$ cat src/sv/sws_pkg.sv
`timescale 1ns / 1ps

package sws_pkg;

    localparam int unsigned CFG_IDX_W  = 3;
    localparam int unsigned CFG_DATA_W = 16;

    // Register indexes of the configuration port
    localparam logic [CFG_IDX_W-1:0] REG_START_LOW   = 3'd0;
    localparam logic [CFG_IDX_W-1:0] REG_START_HIGH  = 3'd1;
    localparam logic [CFG_IDX_W-1:0] REG_RESP_SAMPLE = 3'd2;
    localparam logic [CFG_IDX_W-1:0] REG_RESP_HIGH   = 3'd3;
    localparam logic [CFG_IDX_W-1:0] REG_BIT_SAMPLE  = 3'd4;
    localparam logic [CFG_IDX_W-1:0] REG_FRAME_BYTES = 3'd5;

    localparam logic [15:0] RST_START_LOW   = 16'd20000;
    localparam logic [7:0]  RST_START_HIGH  = 8'd30;
    localparam logic [7:0]  RST_RESP_SAMPLE = 8'd40;
    localparam logic [7:0]  RST_RESP_HIGH   = 8'd80;
    localparam logic [7:0]  RST_BIT_SAMPLE  = 8'd40;
    localparam logic [3:0]  RST_FRAME_BYTES = 4'd5;

    // Fixed guard delays after the high response
    localparam logic [15:0] GUARD_A_TICKS = 16'd3;
    localparam logic [15:0] GUARD_B_TICKS = 16'd25;

    typedef enum logic [9:0] {
        PH_IDLE   = 10'b00_0000_0001,
        PH_LOW    = 10'b00_0000_0010,
        PH_HIGH   = 10'b00_0000_0100,
        PH_REL    = 10'b00_0000_1000,
        PH_RHIGH  = 10'b00_0001_0000,
        PH_GUARDA = 10'b00_0010_0000,
        PH_GUARDB = 10'b00_0100_0000,
        PH_RISE   = 10'b00_1000_0000,
        PH_SAMP   = 10'b01_0000_0000,
        PH_FALL   = 10'b10_0000_0000
    } phase_t;

    typedef struct packed {
        logic [15:0] start_low_ticks;
        logic [7:0]  start_high_ticks;
        logic [7:0]  response_sample_ticks;
        logic [7:0]  response_high_ticks;
        logic [7:0]  bit_sample_ticks;
        logic [3:0]  frame_bytes;
    } cfg_t;

    typedef struct packed {
        logic       pin_drive_enable;
        logic       pin_drive_level;
        logic       busy_res;
        logic       response_valid;
        logic       response_status;
        logic       byte_valid;
        logic [7:0] byte_value;
        logic       byte_last;
    } res_t;

endpackage

$ cat src/sv/sws_cfg.sv
`timescale 1ns / 1ps

module sws_cfg (
    input  logic                               aclk,
    input  logic                               aresetn,
    input  logic                               cfg_we,
    input  logic [sws_pkg::CFG_IDX_W-1:0]      cfg_index,
    input  logic [sws_pkg::CFG_DATA_W-1:0]     cfg_wdata,
    output sws_pkg::cfg_t                      cfg
);

    sws_pkg::cfg_t cfg_reg;

    always_ff @(posedge aclk) begin
        if (!aresetn) begin
            cfg_reg.start_low_ticks       <= sws_pkg::RST_START_LOW;
            cfg_reg.start_high_ticks      <= sws_pkg::RST_START_HIGH;
            cfg_reg.response_sample_ticks <= sws_pkg::RST_RESP_SAMPLE;
            cfg_reg.response_high_ticks   <= sws_pkg::RST_RESP_HIGH;
            cfg_reg.bit_sample_ticks      <= sws_pkg::RST_BIT_SAMPLE;
            cfg_reg.frame_bytes           <= sws_pkg::RST_FRAME_BYTES;
        end else if (cfg_we) begin
            case (cfg_index)
                sws_pkg::REG_START_LOW:   cfg_reg.start_low_ticks       <= cfg_wdata;
                sws_pkg::REG_START_HIGH:  cfg_reg.start_high_ticks      <= cfg_wdata[7:0];
                sws_pkg::REG_RESP_SAMPLE: cfg_reg.response_sample_ticks <= cfg_wdata[7:0];
                sws_pkg::REG_RESP_HIGH:   cfg_reg.response_high_ticks   <= cfg_wdata[7:0];
                sws_pkg::REG_BIT_SAMPLE:  cfg_reg.bit_sample_ticks      <= cfg_wdata[7:0];
                sws_pkg::REG_FRAME_BYTES: cfg_reg.frame_bytes           <= cfg_wdata[3:0];
                default: ;
            endcase
        end
    end

    assign cfg = cfg_reg;

endmodule

$ cat src/sv/sws_core.sv
`timescale 1ns / 1ps

module sws_core (
    input  logic          aclk,
    input  logic          aresetn,
    input  logic          step_en,
    input  logic          pin_level,
    input  logic          start_request,
    input  sws_pkg::cfg_t cfg,
    output sws_pkg::res_t res
);

    sws_pkg::phase_t phase_reg, phase_next;
    logic [15:0] wait_count_reg, wait_count_next;
    logic [2:0]  bit_index_reg, bit_index_next;
    logic [7:0]  shift_byte_reg, shift_byte_next;
    logic [3:0]  byte_count_reg, byte_count_next;

    logic [15:0] wait_inc;
    logic [4:0]  bytes_done;
    logic        rv, rs, bv, blast;
    logic [7:0]  bval;

    assign wait_inc   = wait_count_reg + 16'd1;
    assign bytes_done = {1'b0, byte_count_reg} + 5'd1;

    always_comb begin
        phase_next      = phase_reg;
        wait_count_next = wait_count_reg;
        bit_index_next  = bit_index_reg;
        shift_byte_next = shift_byte_reg;
        byte_count_next = byte_count_reg;
        rv    = 1'b0;
        rs    = 1'b0;
        bv    = 1'b0;
        bval  = 8'd0;
        blast = 1'b0;
        case (phase_reg)
            sws_pkg::PH_IDLE: begin
                if (start_request) begin
                    phase_next      = sws_pkg::PH_LOW;
                    wait_count_next = 16'd1;
                    bit_index_next  = 3'd0;
                    shift_byte_next = 8'd0;
                    byte_count_next = 4'd0;
                end
            end
            sws_pkg::PH_LOW: begin
                if (wait_count_reg >= cfg.start_low_ticks) begin
                    phase_next      = sws_pkg::PH_HIGH;
                    wait_count_next = 16'd1;
                end else begin
                    wait_count_next = wait_inc;
                end
            end
            sws_pkg::PH_HIGH: begin
                if (wait_count_reg >= {8'd0, cfg.start_high_ticks}) begin
                    phase_next      = sws_pkg::PH_REL;
                    wait_count_next = 16'd0;
                end else begin
                    wait_count_next = wait_inc;
                end
            end
            sws_pkg::PH_REL: begin
                wait_count_next = wait_inc;
                if (wait_inc >= {8'd0, cfg.response_sample_ticks}) begin
                    wait_count_next = 16'd0;
                    if (!pin_level) begin
                        phase_next = sws_pkg::PH_RHIGH;
                    end else begin
                        rv         = 1'b1;
                        rs         = 1'b1;
                        phase_next = sws_pkg::PH_IDLE;
                    end
                end
            end
            sws_pkg::PH_RHIGH: begin
                wait_count_next = wait_inc;
                if (wait_inc >= {8'd0, cfg.response_high_ticks}) begin
                    wait_count_next = 16'd0;
                    if (pin_level) begin
                        phase_next = sws_pkg::PH_GUARDA;
                    end else begin
                        rv         = 1'b1;
                        rs         = 1'b1;
                        phase_next = sws_pkg::PH_IDLE;
                    end
                end
            end
            sws_pkg::PH_GUARDA: begin
                wait_count_next = wait_inc;
                if (wait_inc >= sws_pkg::GUARD_A_TICKS) begin
                    wait_count_next = 16'd0;
                    if (pin_level) begin
                        phase_next = sws_pkg::PH_GUARDB;
                    end else begin
                        rv         = 1'b1;
                        phase_next = sws_pkg::PH_RISE;
                    end
                end
            end
            sws_pkg::PH_GUARDB: begin
                wait_count_next = wait_inc;
                if (wait_inc >= sws_pkg::GUARD_B_TICKS) begin
                    wait_count_next = 16'd0;
                    rv              = 1'b1;
                    if (pin_level) begin
                        rs         = 1'b1;
                        phase_next = sws_pkg::PH_IDLE;
                    end else begin
                        phase_next = sws_pkg::PH_RISE;
                    end
                end
            end
            sws_pkg::PH_RISE: begin
                if (pin_level) begin
                    phase_next      = sws_pkg::PH_SAMP;
                    wait_count_next = 16'd0;
                end
            end
            sws_pkg::PH_SAMP: begin
                wait_count_next = wait_inc;
                if (wait_inc >= {8'd0, cfg.bit_sample_ticks}) begin
                    wait_count_next = 16'd0;
                    shift_byte_next = {shift_byte_reg[6:0], pin_level};
                    bit_index_next  = bit_index_reg + 3'd1;
                    phase_next      = sws_pkg::PH_FALL;
                end
            end
            sws_pkg::PH_FALL: begin
                if (!pin_level) begin
                    phase_next = sws_pkg::PH_RISE;
                    // A wrapped bit index means eight bits have been taken.
                    if (bit_index_reg == 3'd0) begin
                        bv              = 1'b1;
                        bval            = shift_byte_reg;
                        shift_byte_next = 8'd0;
                        if (bytes_done >= {1'b0, cfg.frame_bytes}) begin
                            blast           = 1'b1;
                            byte_count_next = 4'd0;
                            phase_next      = sws_pkg::PH_IDLE;
                        end else begin
                            byte_count_next = bytes_done[3:0];
                        end
                    end
                end
            end
            default: begin
                phase_next = sws_pkg::PH_IDLE;
            end
        endcase
    end

    always_ff @(posedge aclk) begin
        if (!aresetn) begin
            phase_reg      <= sws_pkg::PH_IDLE;
            wait_count_reg <= 16'd0;
            bit_index_reg  <= 3'd0;
            shift_byte_reg <= 8'd0;
            byte_count_reg <= 4'd0;
        end else if (step_en) begin
            phase_reg      <= phase_next;
            wait_count_reg <= wait_count_next;
            bit_index_reg  <= bit_index_next;
            shift_byte_reg <= shift_byte_next;
            byte_count_reg <= byte_count_next;
        end
    end

    always_comb begin
        res.pin_drive_enable = (phase_next == sws_pkg::PH_LOW) ||
                               (phase_next == sws_pkg::PH_HIGH);
        res.pin_drive_level  = (phase_next == sws_pkg::PH_HIGH);
        res.busy_res         = (phase_next != sws_pkg::PH_IDLE);
        res.response_valid   = rv;
        res.response_status  = rs;
        res.byte_valid       = bv;
        res.byte_value       = bval;
        res.byte_last        = blast;
    end

endmodule

$ cat src/sv/single_wire_sensor_reader_unit.sv
`timescale 1ns / 1ps
// A word accepted on s_tdata is held in the input register; its result word is then
// registered into the result register on m_tdata once that register is free or emptying.
// Throughput: one word per clock cycle, sustained while m_tready stays high;
// the limit is the single state update done per tick in the core.
// Reset (aresetn low, synchronous): no word is held, the transfer state returns
// to idle and the timing registers take their default values.
module single_wire_sensor_reader_unit (
    input  logic                               aclk,
    input  logic                               aresetn,
    input  logic                               s_tvalid,
    output logic                               s_tready,
    input  logic [7:0]                         s_tdata,  // pin_level, start_request, zero pad
    output logic                               m_tvalid,
    input  logic                               m_tready,
    // pin_drive_enable, pin_drive_level, busy_res, response_valid, response_status,
    // byte_valid, byte_value[7:0], zero pad
    output logic [15:0]                        m_tdata,
    output logic                               m_tlast,  // byte_last
    input  logic                               cfg_we,
    input  logic [sws_pkg::CFG_IDX_W-1:0]      cfg_index,
    input  logic [sws_pkg::CFG_DATA_W-1:0]     cfg_wdata
);

    sws_pkg::cfg_t cfg;
    sws_pkg::res_t res;

    logic       in_valid_reg;
    logic       pin_reg;
    logic       start_reg;
    logic       out_valid_reg;
    sws_pkg::res_t out_reg;
    logic       advance;

    // The held word moves on whenever the result register is free or emptying.
    assign advance  = in_valid_reg && (!out_valid_reg || m_tready);
    assign s_tready = !in_valid_reg || advance;

    always_ff @(posedge aclk) begin
        if (!aresetn) begin
            in_valid_reg  <= 1'b0;
            out_valid_reg <= 1'b0;
        end else begin
            if (s_tready) begin
                in_valid_reg <= s_tvalid;
            end
            if (advance) begin
                out_valid_reg <= 1'b1;
            end else if (m_tready) begin
                out_valid_reg <= 1'b0;
            end
        end
    end

    always_ff @(posedge aclk) begin
        if (s_tready && s_tvalid) begin
            pin_reg   <= s_tdata[0];
            start_reg <= s_tdata[1];
        end
        if (advance) begin
            out_reg <= res;
        end
    end

    sws_cfg u_cfg (
        .aclk      (aclk),
        .aresetn   (aresetn),
        .cfg_we    (cfg_we),
        .cfg_index (cfg_index),
        .cfg_wdata (cfg_wdata),
        .cfg       (cfg)
    );

    sws_core u_core (
        .aclk          (aclk),
        .aresetn       (aresetn),
        .step_en       (advance),
        .pin_level     (pin_reg),
        .start_request (start_reg),
        .cfg           (cfg),
        .res           (res)
    );

    assign m_tvalid = out_valid_reg;
    assign m_tdata  = {2'b00, out_reg.byte_value, out_reg.byte_valid,
                       out_reg.response_status, out_reg.response_valid,
                       out_reg.busy_res, out_reg.pin_drive_level,
                       out_reg.pin_drive_enable};
    assign m_tlast  = out_reg.byte_last;

endmodule

$ cat config.mk
export PLATFORM = sky130hd
export DESIGN_NAME = single_wire_sensor_reader_unit
export DESIGN_NICKNAME = d
export VERILOG_FILES = /design/src/sv/sws_pkg.sv /design/src/sv/sws_cfg.sv /design/src/sv/sws_core.sv /design/src/sv/single_wire_sensor_reader_unit.sv
export SDC_FILE = /design/constraint.sdc
export NUM_CORES = 1
export LEC_CHECK = 0
export BUFFER_PORTS_ARGS = -buffer_cell sky130_fd_sc_hd__buf_2
export CORE_AREA = 2 2 110 112
export DETAILED_ROUTE_END_ITERATION = 16
export DIE_AREA = 0 0 112 114
export PLACE_DENSITY = 0.89
export SETUP_SLACK_MARGIN = 0.02
export SLEW_MARGIN = 0
export SYNTH_ARGS = -nofsm -noshare
export SYNTH_HDL_FRONTEND = slang
export SYNTH_SLANG_ARGS = --single-unit
$ cat constraint.sdc
create_clock -name aclk -period 4.05 [get_ports aclk]
set_clock_uncertainty 0.05 [all_clocks]
set_input_delay 0.6075 -clock aclk [delete_from_list [all_inputs] [get_ports aclk]]
set_output_delay 0.6075 -clock aclk [all_outputs]
set_load 0.05 [all_outputs]
Word-level counts from Yosys, hierarchy flattened --
Index checks and enable logic that the tools add are counted. Widths: inputs -> output; s select.
Word-level totals: register bits 112, input bits 32, output and inout bits 19, word-level logic and storage cells 138
Cells by class: add/subtract/negate cells 3, order comparisons 8, equal/unequal tests 23, multiplexer cells 53, bitwise gates (word level) 2, reduce and logical (&&, ||, !) cells 26
Operator list (count):
- $mux 16 | 9
- $pmux 16 s9 | 1
- $mux 10 | 11
- $pmux 10 s10 | 1
- $ge 16x8->1 | 4
- $mux 8 | 7
- $pmux 8 s3 | 1
- $eq 10x2->1 const B | 2
- $eq 10x3->1 const B | 2
- $add 16x1->16 const B | 1
- $ge 16x16->1 | 1
- $ge 16x2->1 const B | 1
- $ge 16x5->1 const B | 1
- $mux 4 | 4
- $reduce_and 2->1 | 6
- $mux 1 | 11
- $eq 10x1->1 const B | 1
- $eq 10x10->1 const B | 1
- $eq 10x4->1 const B | 1
- $eq 10x5->1 const B | 1
- $eq 10x6->1 const B | 1
- $eq 10x7->1 const B | 1
- $eq 10x8->1 const B | 1
- $eq 10x9->1 const B | 1
- 29 further kinds | 44

Longest topological paths before layout --
Gate-level depths: netlist (run 1).
word-level depth 8, gate-level depth with buffers 14, mapped depth without buffers 12

Modules after synthesis --
A second synthesis (run 1) with hierarchy kept.
Second synthesis, totals: cells, all modules 828, area, all modules 7159.4 um^2
Modules (own cells, without submodules):
- sws_core | instances 1, cells an instance 596, area an instance 4441.8 um^2, sequential area each 820.8 um^2
- sws_cfg | instances 1, cells an instance 203, area an instance 2084.5 um^2, sequential area each 1041.0 um^2
- single_wire_sensor_reader_unit | instances 1, cells an instance 29, area an instance 633.1 um^2, sequential area each 550.5 um^2

Worst setup path before layout (run 1) --
No wires, ideal clock.
path kind reg-to-reg, start reg u_core.wait_count_reg[1], end reg u_core.wait_count_reg[4], library setup time 131 ps, data arrival time 3167 ps, data required time 3869 ps, path slack 702 ps, cell stages (with the launch flop) 15, path buffers 2, clock period less this slack 3348 ps, cell sequence dfxtp_1 -> ha_1 -> buf_2 -> and3_1 -> xnor2_1 -> ha_1 -> a21o_1 -> a21oi_1 -> o21a_1 -> maj3_1 -> a211oi_1 -> nand3_1 -> buf_2 -> a221oi_1 -> o22ai_1
On the way: cells in the longest elaborated chain, start to end 4, elaborated cells on any way between the ends 16, those cells by class add/sub: 1; order compare: 7; mux: 8
RTL lines:
- start, declared | RTL line sws_core.sv:14 | logic [15:0] wait_count_reg, wait_count_next;
- start signal, assigned | RTL line sws_core.sv:163 | wait_count_reg <= wait_count_next;
- $add 16x1->16 | RTL line sws_core.sv:24 | assign wait_inc = wait_count_reg + 16'd1;
- $ge 16x8->1 (tied with other cells) | RTL line sws_core.sv:123 | if (wait_inc >= {8'd0, cfg.bit_sample_ticks}) begin
- $mux 16, on equally long branches
- $pmux 16 s9 * | RTL line sws_core.sv:38 | case (phase_reg)
Mark *: on every way between the ends. The rest lies on a longest branch, timed or not. A chain may end at the register's enable or synchronous reset.

Worst setup path after layout (run 1) --
start reg u_core.wait_count_reg[0], end reg u_core.wait_count_reg[8]
Same word-level chain as after synthesis.

==> results of run 1 <==
-- per-layer routing --
layer	up-vias	global-route usage, %	part of all wire (%)
met2	276	45.2	46
met4	0	13.2	3.3
met1	2827	34.9	43
met5	-	0	0
met3	55	4.30	6.8
li1	3069	-	-
-- power by group through the flow --
stage	Combinational, mW	Clock (mW)	Sequential [mW]
floorplan	0.162	0	1.22
global placement	0.249	0	1.21
detailed placement	0.255	0	1.21
CTS	0.258	0.855	1.18
global route	0.289	0.899	1.19
finish	0.261	0.845	1.18
-- placed cells by master (no fill, tap or decap), types with 8 or more instances in the layout --
cell type  instances
nand2_1          129
dfxtp_1           95
inv_1             66
ha_1              56
buf_2             42
nor2_1            41
a21boi_0          36
a21oi_1           31
nor2b_1           27
o21ai_0           23
nand3_1           22
nor3_1            21
o211ai_1          19
buf_4             19
edfxtp_1          17
nand4_1           16
and2_1            16
nand2b_1          13
xnor2_1           10
a22oi_1           10
a21o_1             9
clkbuf_16          9
a31oi_1            8
a211oi_1           8
o22ai_1            8
-- cells by family (layout without fill, tap and decap cells) --
logic type / after synthesis / count (layout) / synth area share [%]
AND/OR/NAND/NOR: 335 / 335 / 24.6
flip-flops: 112 / 112 / 34.8
multiplexers: 6 / 6 / 0.866
buffers and inverters: 101 / 144 / 5.97
adder cells (fa/ha/maj): 57 / 57 / 10.2
other: 1 / 2 / 0.0541
XOR/XNOR: 15 / 15 / 1.89
AO/OA/AOI/OAI: 210 / 210 / 21.6
-- through the flow --
stage / area, sq um / utilization (%)
after floorplan: 6940 / -
after global placement: 7320 / 62.5
after detailed placement: 7320 / 62.5
after CTS: 7590 / 64.8
after global routing: 7590 / 64.8
final: 7590 / 64.8
-- worst max-delay path: cells and delay by family, from the launching register on --
| family | cells | cell delay [ns] |
|---|---|---|
| compound gates | 5 | 1.54 |
| xor+xnor | 1 | 0.35 |
| fa+ha+maj | 1 | 0.33 |
| flops | 1 | 0.59 |
| simple gates | 4 | 0.77 |
-- final cells by class --
| cell class | count | area share (%) |
|---|---|---|
| Multi-Input combinational cell | 625 | 54.3 |
| Sequential cell | 112 | 31.8 |
| Timing Repair Buffer | 61 | 4.65 |
| Clock buffer | 16 | 3.58 |
| Inverter | 67 | 3.31 |
| Tap cell | 147 | 2.42 |
-- worst paths after layout --
kind | startpoint | endpoint | slack, ns | cells after the start
worst min register to register | u_cfg.cfg[26]$_SDFFE_PN0P_ | u_cfg.cfg[26]$_SDFFE_PN0P_ | 0.41 | 2
worst max-delay path | u_core.wait_count_reg[0]$_SDFFE_PN0P_ | u_core.wait_count_reg[8]$_SDFFE_PN0P_ | 0.32 | 11
worst max register to register | u_core.wait_count_reg[0]$_SDFFE_PN0P_ | u_core.wait_count_reg[8]$_SDFFE_PN0P_ | 0.32 | 11
worst min-delay path | s_tdata[0] | pin_reg$_DFFE_PP_ | 0.38 | 1
==> results.md, run 1 <==
* I/O Buffers at 42
* Resize count post-CTS at 0
* Rows at 40
* Placement Setup Slack at 0.479 ns
* First-pass GRT wire length at 28400 microns
* Clk_lat worst skew at 0.36 ns
* Worst Path Arrival at 3.95 ns
* N_diodes at 0
* Proportion of layout cells with a drive suffix above 1 at 10.6%
* Power Dens Cells at 301 nW/um^2
* RSZ-0062 raised after global routing: no
* Final net count at 964
* DRT iter0 DRCs at 512
* Slowest-stage cell, CP: dfxtp_1
* Vias per std cell at 6.06
* Endpoints failing setup at 0
* Worst IR drop on VDD at 0.205 mV
* Layout area overhead at 9.43%
* Fin crit period at 3.73 ns
* Sink Count at 112
* Yosys warnings at 0
* Synth cell types at 74
* Die footprint at 12800 sq um
* Overall Global Routing Usage at 27.2%
* Detailed placement HPWL at 12000 microns
* Fmax at 268 MHz
* Cts hold-fix bufs at 0
* Vias at 6227
* H-tree depth at 3
* CP max stage delay at 0.59 ns
* DRT Wirelength at 16600 microns
* Num CTS Buffers at 9
* Vias in the first global route at 6091
* Final hold slack at 0.379 ns
* Clk buf depth at 2
* Clock transition at the registers of the reported paths at 0.07 ns
* CP Class: flip-flop to flip-flop
* Core box area at 11700 sq um
* Syn avg cell area at 8.29 sq um
* GPL Wtd Cong at 0.944
* Largest area contributor in the netlist: dfxtp_1
* Starting density of the core at 59.2%
* Hold/Removal Path Class: primary input to flip-flop
* Non-Filler Instances at 1028
* Post-synth ARST share at 0%
* Count leader, synth: nand2_1
* Reg power frac at 51.6%
* TNS Setup at 0 ns
* Initial antenna violation count at 0
* Synthesized area at 6940 sq um
* CP Capture Type: flip-flop
* GR Overflow Total at 0
* Internal power at 1.70 mW
* Leakage at 3.04 nW
* DRC at 0
* Startpoint Class: flip-flop
* Setup ws final at 0.324 ns
* Inst Count DP at 1012
* Storage cell area at 2410 sq um
* Worst Tran Pin Value at 1.21 ns
* Clock root cell: clkbuf_16
* Die X at 112 microns
* Filler Cell Count at 989
* Post-synth EDFFs at 17
* Top cells by area, synth: dfxtp_1, ha_1, edfxtp_1
* Part of the cycle the worst path needs at 92.0%
* Clock tree from TritonCTS: yes
* Gate power share at 11.4%
* Power Total at 2.29 mW
* Crit path cell chain: and4_1 > nand2_1 > xnor2_1 > ha_1 > a21oi_1 > nand2_1 > a2111oi_0 > o21bai_1 > a31oi_1 > nor2_1 > o22ai_1
* Setup Fix Bufs, Post-CTS at 0
* Top_reg_cell synth: dfxtp_1
* MaxCap Viol Count at 0
* Synth top area share at 27.4%
* Die Height at 114 microns
* Top cells by count, synth: nand2_1, dfxtp_1, inv_1
* First drt pass iteration count at 5
* Max reg flops at 52
* Final hold violation count at 0
* Largest net degree at the start of global routing at 52
* Per-cell routed wire length at 16.1 microns
* Area occupied by multi-input gates at 4120 sq um
* Post-Syn Instances at 837
* Number of I/O pins at 51
* Slew Viols, Final at 0
* Synthesized flop and latch total at 112
* ANT nets after route at 0
* Clock power frac at 36.9%
* Register area share after synthesis at 34.8%
* Slew HR at 19.1%
* Psw at 0.586 mW
* Worst Path Required at 4.28 ns
* CP dominant cell by count: nand2_1
* Largest fanout on the critical path at 10
* Sw frac at 25.6%
* Status: complete, no violations
Power figures use the tool's default switching activity.
==> run 2, diff against run 1 <==
--- a/config.mk
+++ b/config.mk
@@ -10,6 +10,7 @@
 export DETAILED_ROUTE_END_ITERATION = 16
 export DIE_AREA = 0 0 112 114
 export PLACE_DENSITY = 0.89
+export RECOVER_POWER = 50
 export SETUP_SLACK_MARGIN = 0.02
 export SLEW_MARGIN = 0
 export SYNTH_ARGS = -nofsm -noshare
==> run 2 against run 1 <==
Against the previous run: the run now ends with capacitance limit, slew limit left; first-iteration DRC count decreased by 13%; routed wire length increased by 0.36%; combinational power about the same; total power about the same; sequential cell count unchanged; cell area decreased by 0.38%; register-to-register slack about the same; critical endpoint unchanged; largest cell class unchanged; highest routed layer unchanged.
==> results.md, run 2 (synthesis gave the netlist of run 1 again) <==
* Number of I/O pins at 51 (unchanged)
* First-pass GRT wire length at 28400 microns (unchanged)
* Met2 Track Usage GR at 45.2% (unchanged)
* H-tree depth at 3 (unchanged)
* Initial antenna violation count at 0 (unchanged)
* First drt pass iteration count at 5 (unchanged)
* Vias at 6207 (was 6227)
* Overall Global Routing Usage at 27.2% (unchanged)
* Clk buf depth at 2 (unchanged)
* Crit path cell chain: and4_1 > nand2_1 > xnor2_1 > ha_1 > a21oi_1 > nand2_1 > a2111oi_0 > o21bai_1 > a31oi_1 > nor2_1 > o22ai_1 (unchanged)
* Clock root cell: clkbuf_16 (unchanged)
* Max reg flops at 52 (unchanged)
* Worst Path Arrival at 3.96 ns (was 3.95 ns)
* Grt met3 use at 4.30% (unchanged)
* Die X at 112 microns (unchanged)
* GPL Wtd Cong at 0.944 (unchanged)
* Most frequent cells in the layout: nand2_1, dfxtp_1, inv_1 (unchanged)
* Rows at 40 (unchanged)
* Startpoint Class: flip-flop (unchanged)
* CP dominant cell by count: nand2_1 (unchanged)
* Proportion of layout cells with a drive suffix above 1 at 8.40% (was 10.6%)
* Status: complete, but fails checks (was complete, no violations)
* Endpoints failing setup at 0 (unchanged)
* Final hold slack at 0.379 ns (about the same)
* MaxCap Viol Count at 1 (was 0)
* Final hold violation count at 0 (unchanged)
* Num CTS Buffers at 9 (unchanged)
* DRC at 0 (unchanged)
* DRT iter0 DRCs at 444 (was 512)
* GR peak layer: met2 (unchanged)
* Worst Path Required at 4.28 ns (about the same)
* Slowest-stage cell, CP: dfxtp_1 (unchanged)
* Buffers & Inverters on Critical Path at 0 (unchanged)
* Die footprint at 12800 sq um (unchanged)
* Fmax at 268 MHz (about the same)
* Met1 Usage GRT at 34.9% (unchanged)
* Fin crit period at 3.73 ns (about the same)
* Largest fanout on the critical path at 10 (unchanged)
* Layout area overhead at 9.02% (was 9.43%)
* Clock transition at the registers of the reported paths at 0.07 ns (about the same)
* CP Class: flip-flop to flip-flop (unchanged)
* I/O Buffers at 42 (unchanged)
* Core box area at 11700 sq um (unchanged)
* Setup Fix Bufs, Post-CTS at 0 (unchanged)
* Vias in the first global route at 6091 (unchanged)
* Detailed placement HPWL at 12000 microns (unchanged)
* Final Cell Area at 7560 sq um (was 7590 sq um)
* Hold/Removal Path Class: primary input to flip-flop (unchanged)
* Part of the cycle the worst path needs at 92.1% (was 92.0%)
* Slew Viols, Final at 46 (was 0)
* Failing checks: capacitance limit, slew limit
* Power Dens Cells at 302 nW/um^2 (was 301 nW/um^2)
* Cts hold-fix bufs at 0 (unchanged)
* CP Capture Type: flip-flop (unchanged)
* CP max stage delay at 0.61 ns (was 0.59 ns)
* RSZ-0062 raised after global routing: no (unchanged)
* Post-DP Area at 7320 sq um (unchanged)
* TNS Setup at 0 ns (unchanged)
* Leakage at 2.98 nW (was 3.04 nW)
* Placement Setup Slack at 0.479 ns (unchanged)
* Resize count post-CTS at 0 (unchanged)
* Slew HR at -20.9% (was 19.1%)
* Commonest non-fill, non-tap cell in the layout: nand2_1 (unchanged)
* Final net count at 964 (unchanged)
* Worst IR drop on VDD at 0.204 mV (was 0.205 mV)
* Starting density of the core at 59.2% (unchanged)
* Clock tree from TritonCTS: yes (unchanged)
* Vias per std cell at 6.04 (was 6.06)
* DRT Wirelength at 16600 microns (about the same)
* Filler Cell Count at 1000 (was 989)
* Largest net degree at the start of global routing at 52 (unchanged)
* Worst Tran Pin Value at 1.81 ns (was 1.21 ns)
* Clk_lat worst skew at 0.36 ns (about the same)
* Crit path max-delay family: compound AO/OA/AOI/OAI gates (unchanged)
* GR Overflow Total at 0 (unchanged)
* Sink Count at 112 (unchanged)
* Per-cell routed wire length at 16.2 microns (was 16.1 microns)
* N_diodes at 0 (unchanged)
* Die Height at 114 microns (unchanged)
* ANT nets after route at 0 (unchanged)
* Setup ws final at 0.321 ns (was 0.324 ns)
==> run 2: worst register-to-register path, delay by kind of cell, from the launching register on <==
kind                       cells  cell delay, ns
AOI/OAI and AO/OA              5            1.54
and+or+nand+nor                4            0.77
DFF                            1            0.61
xor gates and xnor gates       1            0.35
adders and majority gates      1            0.33
==> run 2: area by class of cell <==
type	instances	area (sq um)	area share, %
multi-input combinational	625	4120	54.5
sequential	112	2410	31.9
timing repair buffer	61	324	4.28
clock buffer	16	272	3.59
inverter	67	251	3.33
tap	147	184	2.43
==> run 2: report_power, final <==
| group | switching [mW] | internal, mW | total (mW) |
|---|---|---|---|
| clock | 0.392 | 0.453 | 0.845 |
| sequential | 0.0252 | 1.16 | 1.18 |
| combinational | 0.169 | 0.0903 | 0.259 |
| total | 0.586 | 1.70 | 2.29 |
==> run 2: through the flow <==
| stage | std cells | utilization [%] | power (mW) |
|---|---|---|---|
| CTS | 1028 | 64.8 | 2.29 |
| global placement | 1012 | 62.5 | 1.45 |
| floorplan | 838 | - | 1.39 |
| global route | 1028 | 64.6 | 2.37 |
| detailed placement | 1012 | 62.5 | 1.46 |
| finish | 1028 | 64.6 | 2.29 |
==> run 2: final timing paths <==
check | startpoint | endpoint | slack (ns) | cells after the start
setup / recovery | u_core.wait_count_reg[0]$_SDFFE_PN0P_ | u_core.wait_count_reg[8]$_SDFFE_PN0P_ | 0.32 | 11
hold / removal | s_tdata[0] | pin_reg$_DFFE_PP_ | 0.38 | 1
setup reg to reg | u_core.wait_count_reg[0]$_SDFFE_PN0P_ | u_core.wait_count_reg[8]$_SDFFE_PN0P_ | 0.32 | 11
hold reg to reg | u_cfg.cfg[26]$_SDFFE_PN0P_ | u_cfg.cfg[26]$_SDFFE_PN0P_ | 0.42 | 2
==> run 2: routing by layer <==
layer / routed length, microns / up-vias
met5: 0 / -
li1: - / 3071
met1: 7330 / 2843
met3: 1080 / 46
met4: 481 / 0
met2: 7750 / 247
==> run 3, diff against run 2 <==
--- a/config.mk
+++ b/config.mk
@@ -9,7 +9,7 @@
 export CORE_AREA = 2 2 110 112
 export DETAILED_ROUTE_END_ITERATION = 16
 export DIE_AREA = 0 0 112 114
-export PLACE_DENSITY = 0.89
+export PLACE_DENSITY = 0.78
 export RECOVER_POWER = 50
 export SETUP_SLACK_MARGIN = 0.02
 export SLEW_MARGIN = 0
==> run 3 against run 2 <==
Against the previous run: the flow still finishes with violations (capacitance limit, slew limit); global-route usage increased by 0.91 points; combinational power about the same; sequential power about the same; sequential cell count unchanged; first-iteration DRC count increased by 16%; cell area about the same; critical path depth increased by 1; utilization about the same; routed wire length increased by 5.3%; critical path type unchanged; largest cell class unchanged; largest power group unchanged; highest routed layer unchanged.
==> results.md, run 3 (synthesis gave the netlist of run 1 again) <==
* Power Dens Cells at 304 nW/um^2 (was 302 nW/um^2)
* Layout area overhead at 9.09% (was 9.02%)
* Power Total at 2.30 mW (was 2.29 mW)
* CP Class: flip-flop to flip-flop (unchanged)
* Endpoints failing setup at 0 (unchanged)
* Status: complete, but fails checks (unchanged)
* GR Overflow Total at 0 (unchanged)
* I/O Buffers at 42 (unchanged)
* Clock root cell: clkbuf_16 (unchanged)
* CP Capture Type: flip-flop (unchanged)
* Final core occ at 64.6% (about the same)
* Crit path max-delay family: compound AO/OA/AOI/OAI gates (unchanged)
* Cts hold-fix bufs at 0 (unchanged)
* Clock transition at the registers of the reported paths at 0.08 ns (was 0.07 ns)
* RSZ-0062 raised after global routing: no (unchanged)
* Proportion of layout cells with a drive suffix above 1 at 8.73% (was 8.40%)
* Slowest-stage cell, CP: dfxtp_1 (unchanged)
* Startpoint Class: flip-flop (unchanged)
* Slew HR at -84.0% (was -20.9%)
* Clk_lat worst skew at 0.37 ns (was 0.36 ns)
* Number of I/O pins at 51 (unchanged)
* Commonest non-fill, non-tap cell in the layout: nand2_1 (unchanged)
* Worst Path Required at 4.29 ns (was 4.28 ns)
* Die Height at 114 microns (unchanged)
* ANT nets after route at 0 (unchanged)
* Clock tree from TritonCTS: yes (unchanged)
* MaxCap Viol Count at 1 (unchanged)
* Core box area at 11700 sq um (unchanged)
* Vias at 6268 (was 6207)
* Rows at 40 (unchanged)
* CP max stage delay at 0.57 ns (was 0.61 ns)
* Worst Path Arrival at 4.00 ns (was 3.96 ns)
* First drt pass iteration count at 5 (unchanged)
* Final hold slack at 0.367 ns (was 0.379 ns)
* Per-cell routed wire length at 17.0 microns (was 16.2 microns)
* Initial antenna violation count at 0 (unchanged)
* Worst Tran Pin Value at 2.76 ns (was 1.81 ns)
* Setup ws final at 0.293 ns (was 0.321 ns)
* Die footprint at 12800 sq um (unchanged)
* Num CTS Buffers at 9 (unchanged)
* TNS Setup at 0 ns (unchanged)
* Most frequent cells in the layout: nand2_1, dfxtp_1, inv_1 (unchanged)
* CP dominant cell by count: nand2_1 (unchanged)
* Placement Setup Slack at 0.335 ns (was 0.479 ns)
* Sink Count at 112 (unchanged)
* Failing checks: capacitance limit, slew limit (unchanged)
* DRT iter0 DRCs at 515 (was 444)
* Worst IR drop on VDD at 0.215 mV (was 0.204 mV)
* DRT Wirelength at 17500 microns (was 16600 microns)
* Clk buf depth at 2 (unchanged)
* Fmax at 266 MHz (was 268 MHz)
* Buffers & Inverters on Critical Path at 1 (was 0)
* Part of the cycle the worst path needs at 92.8% (was 92.1%)
* Hold/Removal Path Class: primary input to flip-flop (unchanged)
* Fin crit period at 3.76 ns (was 3.73 ns)
* Die X at 112 microns (unchanged)
* H-tree depth at 3 (unchanged)
* Largest fanout on the critical path at 8 (was 10)
* Overall Global Routing Usage at 28.2% (was 27.2%)
* Vias in the first global route at 5968 (was 6091)
* Starting density of the core at 59.2% (unchanged)
* DRC at 0 (unchanged)
* Vias per std cell at 6.09 (was 6.04)
* Crit path cell chain: and4_1 > nand2_1 > xnor2_1 > ha_1 > a21oi_1 > nand2_1 > a2111oi_0 > buf_4 > o21bai_1 > a31oi_1 > nor2_1 > o22ai_1 (was and4_1 > nand2_1 > xnor2_1 > ha_1 > a21oi_1 > nand2_1 > a2111oi_0 > o21bai_1 > a31oi_1 > nor2_1 > o22ai_1)
* Final hold violation count at 0 (unchanged)
* Detailed placement HPWL at 13000 microns (was 12000 microns)
* Final net count at 965 (was 964)
* First-pass GRT wire length at 28900 microns (was 28400 microns)
* Largest net degree at the start of global routing at 74 (was 52)
* Max reg flops at 52 (unchanged)
* N_diodes at 0 (unchanged)
* GPL Wtd Cong at 0.924 (was 0.944)
* Slew Viols, Final at 74 (was 46)
* Leakage at 3.00 nW (was 2.98 nW)
==> run 3: cell type report <==
cell class              instances  area (sq um)
well taps                     147           184
clock buffers                  12           246
clock inverters                 4          26.3
inverters                      67           251
multi-input cells             625          4120
flip-flops and latches        112          2410
repair buffers                 62           325
fillers                      1034          4140
==> run 3: stage by stage <==
stage	instance area, sq um	std cells
finish	7570	1029
global route	7570	1029
CTS	7590	1028
detailed placement	7320	1012
global placement	7320	1012
floorplan	6940	838
==> run 3: final timing paths <==
| path | startpoint | to | slack (ns) | depth (start not counted) |
|---|---|---|---|---|
| worst max-delay path | u_core.wait_count_reg[0]$_SDFFE_PN0P_ | u_core.wait_count_reg[8]$_SDFFE_PN0P_ | 0.29 | 12 |
| worst min-delay path | s_tdata[0] | pin_reg$_DFFE_PP_ | 0.37 | 1 |
| worst max register to register | u_core.wait_count_reg[0]$_SDFFE_PN0P_ | u_core.wait_count_reg[8]$_SDFFE_PN0P_ | 0.29 | 12 |
| worst min register to register | u_cfg.cfg[37]$_SDFFE_PN0P_ | u_cfg.cfg[37]$_SDFFE_PN0P_ | 0.42 | 2 |
==> run 3: repair_timing <==
item	4_1_cts	5_1_grt
setup endpoints to repair	0	5
gates resized for setup	0	1
endpoints found under the hold margin	0	0
buffers inserted	0	0
==> run 3: layer usage <==
layer,vias to the layer above,global-route usage [%],part of all wire (%)
met4,0,11.8,2.6
met3,38,4.46,5.1
met1,2963,37.1,45
met5,-,0,0
met2,188,46.3,47
li1,3079,-,-
==> run 3: power breakdown <==
part	switching (mW)	internal [mW]
registers	0.0256	1.16
clock network	0.423	0.438
logic	0.168	0.0910
total	0.617	1.69
